--- src/hw/rtl/bpa_pkg.sv ---
// ----------------------------------------------------------------------------
// bpa_pkg
// shared constants, codes and controller/datapath signal groups for the
// bitmap page allocator
// ----------------------------------------------------------------------------
package bpa_pkg;

    localparam int PAGES      = 512;
    localparam int WORD_BITS  = 64;
    localparam int MAP_WORDS  = (PAGES + WORD_BITS - 1) / WORD_BITS;
    localparam int WORD_W     = (MAP_WORDS > 1) ? $clog2(MAP_WORDS) : 1;
    localparam int BIT_W      = 6;
    localparam int PAGE_SHIFT = 12;
    localparam int CNT_W      = $clog2(PAGES + 1);

    localparam int FSP_W      = 52;
    localparam int AVAIL_W    = 10;
    localparam int ADDR_W     = 64;
    localparam int STATUS_W   = 2;
    localparam int CFG_DATA_W = 64;
    localparam int CFG_ADDR_W = 4;
    localparam int S_DATA_W   = 64;
    localparam int M_DATA_W   = 72;

    localparam logic [AVAIL_W-1:0] AVAIL_RESET = AVAIL_W'(512);

    localparam logic CMD_ALLOC = 1'b0;
    localparam logic CMD_FREE  = 1'b1;

    localparam logic [STATUS_W-1:0] ST_DONE        = 2'd0;
    localparam logic [STATUS_W-1:0] ST_NO_PAGE     = 2'd1;
    localparam logic [STATUS_W-1:0] ST_OUT_OF_POOL = 2'd2;

    localparam logic REG_FREE_START = 1'b0;
    localparam logic REG_AVAILABLE  = 1'b1;

    typedef struct packed {
        logic capture;
        logic do_scan;
        logic do_free;
        logic load_out;
    } bpa_cmd_t;

    typedef struct packed {
        logic scan_done;
    } bpa_stat_t;

endpackage

--- src/hw/rtl/bpa_regs.sv ---
// ----------------------------------------------------------------------------
// bpa_regs
// apb configuration registers: free start page and available page count
// ----------------------------------------------------------------------------
module bpa_regs (
    input  logic                            aclk,
    input  logic                            aresetn,
    input  logic                            psel,
    input  logic                            penable,
    input  logic                            pwrite,
    input  logic [bpa_pkg::CFG_ADDR_W-1:0]  paddr,
    input  logic [bpa_pkg::CFG_DATA_W-1:0]  pwdata,
    output logic [bpa_pkg::CFG_DATA_W-1:0]  prdata,
    output logic                            pready,
    output logic [bpa_pkg::FSP_W-1:0]       free_start_page,
    output logic [bpa_pkg::AVAIL_W-1:0]     available_pages
);
    import bpa_pkg::*;

    logic [FSP_W-1:0]   fsp_reg;
    logic [AVAIL_W-1:0] avail_reg;
    logic               wr_en;
    logic               sel;

    assign pready = 1'b1;
    assign sel    = paddr[3];
    assign wr_en  = psel && penable && pwrite && pready;

    always_ff @(posedge aclk) begin
        if (!aresetn) begin
            fsp_reg   <= '0;
            avail_reg <= AVAIL_RESET;
        end else if (wr_en) begin
            unique case (sel)
                REG_FREE_START: fsp_reg   <= pwdata[FSP_W-1:0];
                REG_AVAILABLE:  avail_reg <= pwdata[AVAIL_W-1:0];
                default: ;
            endcase
        end
    end

    always_comb begin
        unique case (sel)
            REG_FREE_START: prdata = CFG_DATA_W'(fsp_reg);
            REG_AVAILABLE:  prdata = CFG_DATA_W'(avail_reg);
            default:        prdata = '0;
        endcase
    end

    assign free_start_page = fsp_reg;
    assign available_pages = avail_reg;

endmodule

--- src/hw/rtl/bpa_datapath.sv ---
// ----------------------------------------------------------------------------
// bpa_datapath
// in-use map, word scanner with reserved-page mask, address arithmetic and
// result/output registers
// ----------------------------------------------------------------------------
module bpa_datapath (
    input  logic                           aclk,
    input  logic                           aresetn,
    input  bpa_pkg::bpa_cmd_t              cmd,
    output bpa_pkg::bpa_stat_t             stat,
    input  logic [bpa_pkg::ADDR_W-1:0]     in_addr,
    input  logic [bpa_pkg::FSP_W-1:0]      free_start_page,
    input  logic [bpa_pkg::AVAIL_W-1:0]    available_pages,
    output logic [bpa_pkg::ADDR_W-1:0]     out_addr,
    output logic [bpa_pkg::STATUS_W-1:0]   out_status
);
    import bpa_pkg::*;

    logic [WORD_BITS-1:0]  map_reg [MAP_WORDS];
    logic [WORD_W-1:0]     word_reg;
    logic [ADDR_W-1:0]     addr_reg;
    logic [ADDR_W-1:0]     res_addr_reg;
    logic [STATUS_W-1:0]   res_status_reg;
    logic [ADDR_W-1:0]     out_addr_reg;
    logic [STATUS_W-1:0]   out_status_reg;

    logic [CNT_W-1:0]      reserved;
    logic [WORD_BITS-1:0]  taken_mask;
    logic [WORD_BITS-1:0]  free_vec;
    logic                  found;
    logic [BIT_W-1:0]      enc;
    logic [FSP_W-1:0]      first_page;
    logic [FSP_W-1:0]      grant_page;
    logic [FSP_W-1:0]      rel_page;
    logic                  in_pool;
    logic [WORD_W-1:0]     free_word;
    logic [BIT_W-1:0]      free_bit;

    // pages below the reserved count or beyond the pool count as taken
    always_comb begin
        if (int'(available_pages) >= PAGES) begin
            reserved = '0;
        end else begin
            reserved = CNT_W'(PAGES - int'(available_pages));
        end
        for (int b = 0; b < WORD_BITS; b++) begin
            taken_mask[b] = ((int'(word_reg) * WORD_BITS + b) < int'(reserved))
                         || ((int'(word_reg) * WORD_BITS + b) >= PAGES);
        end
        free_vec = ~(map_reg[word_reg] | taken_mask);
        found    = |free_vec;
        enc      = '0;
        for (int i = 0; i < WORD_BITS; i++) begin
            if (free_vec[i]) begin
                enc = BIT_W'(i);
            end
        end
    end

    assign first_page = free_start_page + FSP_W'(available_pages) - FSP_W'(PAGES);
    assign grant_page = first_page + FSP_W'({word_reg, enc});
    assign rel_page   = addr_reg[ADDR_W-1:PAGE_SHIFT] - first_page;
    assign in_pool    = rel_page < FSP_W'(PAGES);
    assign free_word  = WORD_W'(rel_page >> BIT_W);
    assign free_bit   = rel_page[BIT_W-1:0];

    assign stat.scan_done = found || (word_reg == '0);

    always_ff @(posedge aclk) begin
        if (!aresetn) begin
            for (int w = 0; w < MAP_WORDS; w++) begin
                map_reg[w] <= '0;
            end
        end else if (cmd.do_scan && found) begin
            map_reg[word_reg][enc] <= 1'b1;
        end else if (cmd.do_free && in_pool) begin
            map_reg[free_word][free_bit] <= 1'b0;
        end
    end

    always_ff @(posedge aclk) begin
        if (cmd.capture) begin
            addr_reg <= in_addr;
            word_reg <= WORD_W'(MAP_WORDS - 1);
        end else if (cmd.do_scan && !found && word_reg != '0) begin
            word_reg <= word_reg - 1'b1;
        end
        if (cmd.do_scan) begin
            if (found) begin
                res_addr_reg   <= {grant_page, {PAGE_SHIFT{1'b0}}};
                res_status_reg <= ST_DONE;
            end else begin
                res_addr_reg   <= '0;
                res_status_reg <= ST_NO_PAGE;
            end
        end
        if (cmd.do_free) begin
            res_addr_reg   <= '0;
            res_status_reg <= in_pool ? ST_DONE : ST_OUT_OF_POOL;
        end
        if (cmd.load_out) begin
            out_addr_reg   <= res_addr_reg;
            out_status_reg <= res_status_reg;
        end
    end

    assign out_addr   = out_addr_reg;
    assign out_status = out_status_reg;

`ifndef SYNTH
    a_scan_ends_at_last_word: assert property (@(posedge aclk) disable iff (!aresetn)
        cmd.do_scan && word_reg == '0 |-> stat.scan_done)
        else $error("scan ran past the lowest map word");
    a_grant_marks_page: assert property (@(posedge aclk) disable iff (!aresetn)
        cmd.do_scan && found |=> map_reg[$past(word_reg)][$past(enc)])
        else $error("granted page not marked in use");
    a_status_code_valid: assert property (@(posedge aclk) disable iff (!aresetn)
        cmd.load_out |=> out_status_reg != 2'd3)
        else $error("undefined status code loaded");
`endif

endmodule

--- src/hw/rtl/bpa_ctrl.sv ---
// ----------------------------------------------------------------------------
// bpa_ctrl
// request sequencer: accept, scan or free, then hand the result to the
// output register
// ----------------------------------------------------------------------------
module bpa_ctrl (
    input  logic                aclk,
    input  logic                aresetn,
    input  logic                s_tvalid,
    output logic                s_tready,
    input  logic                in_cmd,
    output logic                m_tvalid,
    input  logic                m_tready,
    output bpa_pkg::bpa_cmd_t   cmd,
    input  bpa_pkg::bpa_stat_t  stat
);
    import bpa_pkg::*;

    typedef enum logic [1:0] {
        IDLE,
        SCAN,
        FREE,
        DONE
    } state_t;

    state_t state_reg;
    logic   m_tvalid_reg;
    logic   out_free;

    assign out_free = !m_tvalid_reg || m_tready;
    assign s_tready = (state_reg == IDLE);
    assign m_tvalid = m_tvalid_reg;

    always_comb begin
        cmd.capture  = (state_reg == IDLE) && s_tvalid;
        cmd.do_scan  = (state_reg == SCAN);
        cmd.do_free  = (state_reg == FREE);
        cmd.load_out = (state_reg == DONE) && out_free;
    end

    always_ff @(posedge aclk) begin
        if (!aresetn) begin
            state_reg    <= IDLE;
            m_tvalid_reg <= 1'b0;
        end else begin
            if (cmd.load_out) begin
                m_tvalid_reg <= 1'b1;
            end else if (m_tready) begin
                m_tvalid_reg <= 1'b0;
            end
            unique case (state_reg)
                IDLE: begin
                    if (s_tvalid) begin
                        state_reg <= (in_cmd == CMD_FREE) ? FREE : SCAN;
                    end
                end
                SCAN: begin
                    if (stat.scan_done) begin
                        state_reg <= DONE;
                    end
                end
                FREE: begin
                    state_reg <= DONE;
                end
                DONE: begin
                    if (out_free) begin
                        state_reg <= IDLE;
                    end
                end
                default: state_reg <= IDLE;
            endcase
        end
    end

`ifndef SYNTH
    a_result_presented: assert property (@(posedge aclk) disable iff (!aresetn)
        cmd.load_out |=> m_tvalid_reg)
        else $error("loaded result not presented");
    a_no_accept_while_busy: assert property (@(posedge aclk) disable iff (!aresetn)
        cmd.capture |=> !s_tready)
        else $error("request accepted while previous one in progress");
`endif

endmodule

--- src/hw/rtl/bitmap_page_allocator_unit.sv ---
// ----------------------------------------------------------------------------
// bitmap_page_allocator_unit
// bitmap page allocator: grants the highest free page of the pool or frees
// the page at a given address, with an apb configuration port
// ----------------------------------------------------------------------------
//  channel  | ports                 | contents
//  ---------+-----------------------+---------------------------------------
//  s_       | tvalid tready tdata   | tuser = command, tdata = page_address
//           | tuser                 |
//  m_       | tvalid tready tdata   | granted_address, status
//  apb      | psel penable pwrite.. | 0x0 free_start_page, 0x8 available_pages
//
//  allocate: the accept step, then one map word scanned per cycle from the top
//  word down until a free page or the lowest word is met, then the result is staged
//  free: capture, then address subtract and clear, then stage the result
//  reset clears the whole in-use map at once; configuration registers return to defaults
//  a result waiting on m_ holds back only the staging step of the next request
// ----------------------------------------------------------------------------
module bitmap_page_allocator_unit (
    input  logic                            aclk,
    input  logic                            aresetn,
    input  logic                            s_tvalid,
    output logic                            s_tready,
    // [63:0] page_address
    input  logic [bpa_pkg::S_DATA_W-1:0]    s_tdata,
    // [0] command
    input  logic                            s_tuser,
    output logic                            m_tvalid,
    input  logic                            m_tready,
    // [63:0] granted_address, [65:64] status, [71:66] zero
    output logic [bpa_pkg::M_DATA_W-1:0]    m_tdata,
    input  logic                            psel,
    input  logic                            penable,
    input  logic                            pwrite,
    input  logic [bpa_pkg::CFG_ADDR_W-1:0]  paddr,
    input  logic [bpa_pkg::CFG_DATA_W-1:0]  pwdata,
    output logic [bpa_pkg::CFG_DATA_W-1:0]  prdata,
    output logic                            pready
);
    import bpa_pkg::*;

    bpa_cmd_t              cmd;
    bpa_stat_t             stat;
    logic [FSP_W-1:0]      free_start_page;
    logic [AVAIL_W-1:0]    available_pages;
    logic [ADDR_W-1:0]     out_addr;
    logic [STATUS_W-1:0]   out_status;

    bpa_regs u_regs (
        .aclk            (aclk),
        .aresetn         (aresetn),
        .psel            (psel),
        .penable         (penable),
        .pwrite          (pwrite),
        .paddr           (paddr),
        .pwdata          (pwdata),
        .prdata          (prdata),
        .pready          (pready),
        .free_start_page (free_start_page),
        .available_pages (available_pages)
    );

    bpa_ctrl u_ctrl (
        .aclk     (aclk),
        .aresetn  (aresetn),
        .s_tvalid (s_tvalid),
        .s_tready (s_tready),
        .in_cmd   (s_tuser),
        .m_tvalid (m_tvalid),
        .m_tready (m_tready),
        .cmd      (cmd),
        .stat     (stat)
    );

    bpa_datapath u_datapath (
        .aclk            (aclk),
        .aresetn         (aresetn),
        .cmd             (cmd),
        .stat            (stat),
        .in_addr         (s_tdata),
        .free_start_page (free_start_page),
        .available_pages (available_pages),
        .out_addr        (out_addr),
        .out_status      (out_status)
    );

    assign m_tdata = {{(M_DATA_W - ADDR_W - STATUS_W){1'b0}}, out_status, out_addr};

endmodule
--- config.mk ---
export PLATFORM = sky130hd
export DESIGN_NAME = bitmap_page_allocator_unit
export DESIGN_NICKNAME = d
export VERILOG_FILES = /design/src/hw/rtl/bpa_pkg.sv /design/src/hw/rtl/bpa_regs.sv /design/src/hw/rtl/bpa_datapath.sv /design/src/hw/rtl/bpa_ctrl.sv /design/src/hw/rtl/bitmap_page_allocator_unit.sv
export SDC_FILE = /design/constraint.sdc
export NUM_CORES = 2
export LEC_CHECK = 0
export ABC_AREA = 1
export ABC_CLOCK_PERIOD_IN_PS = 19100
export BUFFER_PORTS_ARGS = -buffer_cell sky130_fd_sc_hd__buf_2
export CAP_MARGIN = 20
export CORE_MARGIN = 2
export CORE_UTILIZATION = 65
export CTS_CLUSTER_DIAMETER = 80
export CTS_CLUSTER_SIZE = 12
export DETAILED_ROUTE_END_ITERATION = 10
export HOLD_SLACK_MARGIN = 0.12
export PLACE_DENSITY = 0.92
export REMOVE_ABC_BUFFERS = 1
export SYNTH_ARGS = -nofsm -noshare
export SYNTH_HDL_FRONTEND = slang
export SYNTH_HIERARCHICAL = 1
export SYNTH_SLANG_ARGS = --single-unit
--- constraint.sdc ---
create_clock -name aclk -period 19.1 [get_ports aclk]
set_input_delay 2.865 -clock aclk [delete_from_list [all_inputs] [get_ports aclk]]
set_output_delay 2.865 -clock aclk [all_outputs]
set_load 0.01 [all_outputs]
==> summary.txt <==
Pwr
  – Clock Power Share: between 30 and 40%
  – Pint: 2.97 mW
  – Part of the power in registers: 45.7%
  – Switching share of total power: roughly a third
  – Combinational power share: 23.6%
  – Sw Pwr: 1.37 mW
  – Leak: between 20 and 25 nW
  – VDD IR max: between 0.07 and 0.08 mV
  – Cell Pwr Density: 90.4 nW/um^2

Layout
  – Post-layout net count: 6140
  – Final instance area: 48000 um^2
  – Core Util, Final: 70.0%
  – Area delta synth->final: 6.53%
  – Max FFs per register: around 500
  – Share of post-route cells with drive strength above 1: about 7.6%
  – Filler-free cell count of the finished design: 6835
  – Filler Cell Count: 5124

Placement
  – Placed Cells: 6722
  – Gp weighted congestion: around 1.1
  – Detail Placement HPWL: 85500 um
  – Placed cell area: 45900 um^2
  – IO Port Bufs: 220

Die
  – Die H: roughly 270 um
  – FP Rows: between 90 and 100
  – Core area: 68600 um^2
  – Initial core utilization: 65.7%
  – Die Area: 71500 um^2
  – I/O pins: 279
  – Die width: 267 um

Timing
  – Final hold vios: 0
  – Fmax: 90.6 MHz
  – Final period utilization: 57.8%
  – Max Slew Vio Count: 0
  – Slew margin rel.: around 18%
  – Tmin final: 11.04 ns
  – Post-Route Skew: 0.0413 ns
  – Worst slew pin tran: 1.22 ns
  – Setup violations, final: 0
  – Setup TNS: 0 ns
  – RSZ-0062 raised after global routing: no

Worst setup path
  – Critical Path Fanout Max: approximately 180
  – Setup crit end kind: register
  – Worst EP required: a little under 20 ns
  – Delay of the slowest critical-path stage: 0.91 ns
  – Crit Path Class: reg2reg
  – Kind of start point of the critical path: register
  – CP arrival: 11.35 ns
  – CP most frequent cell: nand2_1
  – Slowest CP cell: buf_4

Global route
  – Initial antenna violation count: 7
  – Largest net degree at the start of global routing: 242
  – Global route overflow: 0
  – Vias in the first global route: approximately 40000
  – GRT Total Usage: 37.1%
  – First-pass GRT wire length: 207000 um

Synth
  – Largest area contributor in the synthesized netlist: edfxtp_1
  – Sequential area share after synthesis: 46.8%
  – Post-synthesis adder-cell area fraction: 3.73%
  – Synth cell types: 74
  – Avg Inst Size Synth: 7.71 um^2
  – Ys async rst share: 0%
  – Synth top area share: approximately two fifths
  – Post-synth EDFFs: between 600 and 700
  – Xor and xnor area share after synthesis: 1.88%
  – Synth top area cells: edfxtp_1 (41%), nand2_1 (17%), nor2_1 (8.0%), dfxtp_1 (5.5%), nand3_1 (4.0%)
  – Cells after Synth: approximately 5800
  – Largest family of logic cells by synthesized area: simple AND/OR/NAND/NOR gates
  – Yosys warnings: 6
  – Most used DFF post-synth: edfxtp_1
  – Cell Area, Synth: about 45000 um^2
  – Area fraction in compound gates after synthesis: 8.08%
  – Post-Synth Simple-Gate Area: 31.3%
  – Proportion of synthesized area in mux cells: 0%
  – Seq cells post-synth: around 740

CTS
  – CTS clock-pin slew for the worst setup and hold paths: 0.06 ns
  – Longest Clk Path Bufs: 3
  – CTS Buf Count: 72
  – # H-tree levels: 3
  – CTS-repair resized insts: 0
  – Post-CTS Setup Bufs: 0
  – CTS Sinks: roughly 740
  – Post-cts hold buffer count: 0
  – Clock tree from TritonCTS: done
  – Clk_lat worst skew: 0.64 ns
  – CTS root buf: clkbuf_16

Flow run
  – Max-Cap Viols: 0

Route
  – Drt pass-1 iters: 11
  – ANT nets after route: 0
  – DRC: 0
  – WL per Instance: a little under 20 um
  – Via count: 42100
  – WL final: between 100000 and 150000 um
  – DR vias/cell: 6.16
  – DR iter-0 viols: between 6000 and 7000

Outcome
  – Status: completed

Min path
  – Worst hold path class: reg2reg
-- synth_stat cells, drive strengths merged (2+ instances only) --
| library cell | instances |
|---|---|
| a221oi | 30 |
| o2111ai | 3 |
| edfxtp | 620 |
| ha | 131 |
| nor4 | 15 |
| nor2 | 980 |
| o21a | 11 |
| inv | 433 |
| or2 | 8 |
| a21boi | 2 |
| xnor2 | 41 |
| and3 | 3 |
| dfxtp | 123 |
| a21oi | 247 |
| clkbuf | 162 |
| o41ai | 3 |
| a32oi | 2 |
| a211oi | 3 |
| conb | 4 |
| a31oi | 21 |
| o31ai | 20 |
| nand2 | 2001 |
| a32o | 16 |
| nand3b | 2 |
| nand4 | 60 |
| o21ai | 175 |
| fa | 2 |
| o311ai | 3 |
| a22o | 6 |
| nand3 | 364 |
| buf | 191 |
| or3b | 12 |
| o211ai | 6 |
| a221o | 6 |
| nor3 | 38 |
| xor2 | 56 |
| o22ai | 10 |
| o21bai | 7 |
| a311oi | 2 |
| o221ai | 19 |
-- final cells by class --
cell class              instances  area (um^2)  share of cell area [%]
diodes                          5         12.5                  0.0261
flip-flops and latches        743        21100                    43.9
clock inverters                 6         85.1                   0.177
multi-input cells            4344        20500                    42.6
clock buffers                 100         1980                    4.13
well taps                     931         1160                    2.43
repair buffers                272         1570                    3.27
inverters                     434         1660                    3.45
-- metal layers --
layer / up-vias / global-route usage, % / wire, um / share of wire (%)
met5: - / 0.208 / 24 / 0.018
met4: 4 / 24.2 / 9850 / 7.3
met3: 772 / 8.19 / 17000 / 13
met2: 3020 / 60.0 / 61600 / 46
met1: 19200 / 44.8 / 46200 / 34
li1: 19100 / - / - / -
-- worst max-delay path, delay by kind of cell (launching register included) --
family	cells	cell delay (ns)
AOI/OAI and AO/OA	16	2.98
xor gates and xnor gates	2	0.47
adders and majority gates	3	1.08
and+or+nand+nor	22	3.40
DFF	1	0.62
buffers and inverters	9	2.10
-- final timing paths --
| kind | slack (ns) | depth (start not counted) | from | to |
|---|---|---|---|---|
| worst max-delay path | 8.06 | 52 | u_regs/available_pages[9]$_SDFFE_PN1P_ | u_datapath/map_reg[4][53]$_SDFFCE_PN0P_ |
| worst min-delay path | 0.42 | 0 | u_datapath/res_status_reg[0]$_SDFFCE_PP0P_ | u_datapath/out_status[0]$_DFFE_PP_ |
| worst max register to register | 8.06 | 52 | u_regs/available_pages[9]$_SDFFE_PN1P_ | u_datapath/map_reg[4][53]$_SDFFCE_PN0P_ |
| worst min register to register | 0.42 | 0 | u_datapath/res_status_reg[0]$_SDFFCE_PP0P_ | u_datapath/out_status[0]$_DFFE_PP_ |
-- power groups by stage --
stage	Clock (mW)	Sequential [mW]	Combinational, mW
2_1_floorplan	0	1.99	0.707
3_3_place_gp	0	2.01	0.942
3_5_place_dp	0	2.01	0.974
4_1_cts	1.34	1.98	0.984
5_1_grt	1.39	1.99	1.12
6_report	1.33	1.98	1.02
-- per-stage QoR --
stage	power (mW)	worst slack (ns)	hold slack, ns
floorplan	2.69	4.03	0.400
global placement	2.95	8.75	0.404
detailed placement	2.99	8.39	0.410
CTS	4.30	8.31	0.424
global route	4.51	7.45	0.438
finish	4.34	8.06	0.421
-- cells by family (layout without fill, tap and decap cells) --
family                   after synthesis  count (layout)
AO/OA/AOI/OAI                        598             598
flip-flops                           743             743
adder cells (fa/ha/maj)              133             133
buffers and inverters                787             812
XOR/XNOR                              97              97
other                                  4              36
AND/OR/NAND/NOR                     3485            3485
-- cell usage in the layout, fill, tap and decap left out, drive strengths merged, types with 3 or more instances in the layout --
master,n
o2111ai,3
o41ai,3
ha,131
diode,5
nand4,60
o21a,11
xnor2,41
dfxtp,123
a31oi,21
o221ai,19
a32o,16
conb,31
a221oi,30
a21oi,247
o21bai,7
o21ai,175
or2,8
xor2,56
nor4,15
edfxtp,620
a221o,6
nand2,2001
o31ai,20
clkinv,4
or3b,12
nand3,364
o211ai,6
nor2,980
a211oi,3
o22ai,10
a22o,6
nor3,38
inv,436
buf,272
clkbuf,100
o311ai,3
and3,3
No activity file was read; power rests on OpenSTA's default activity.
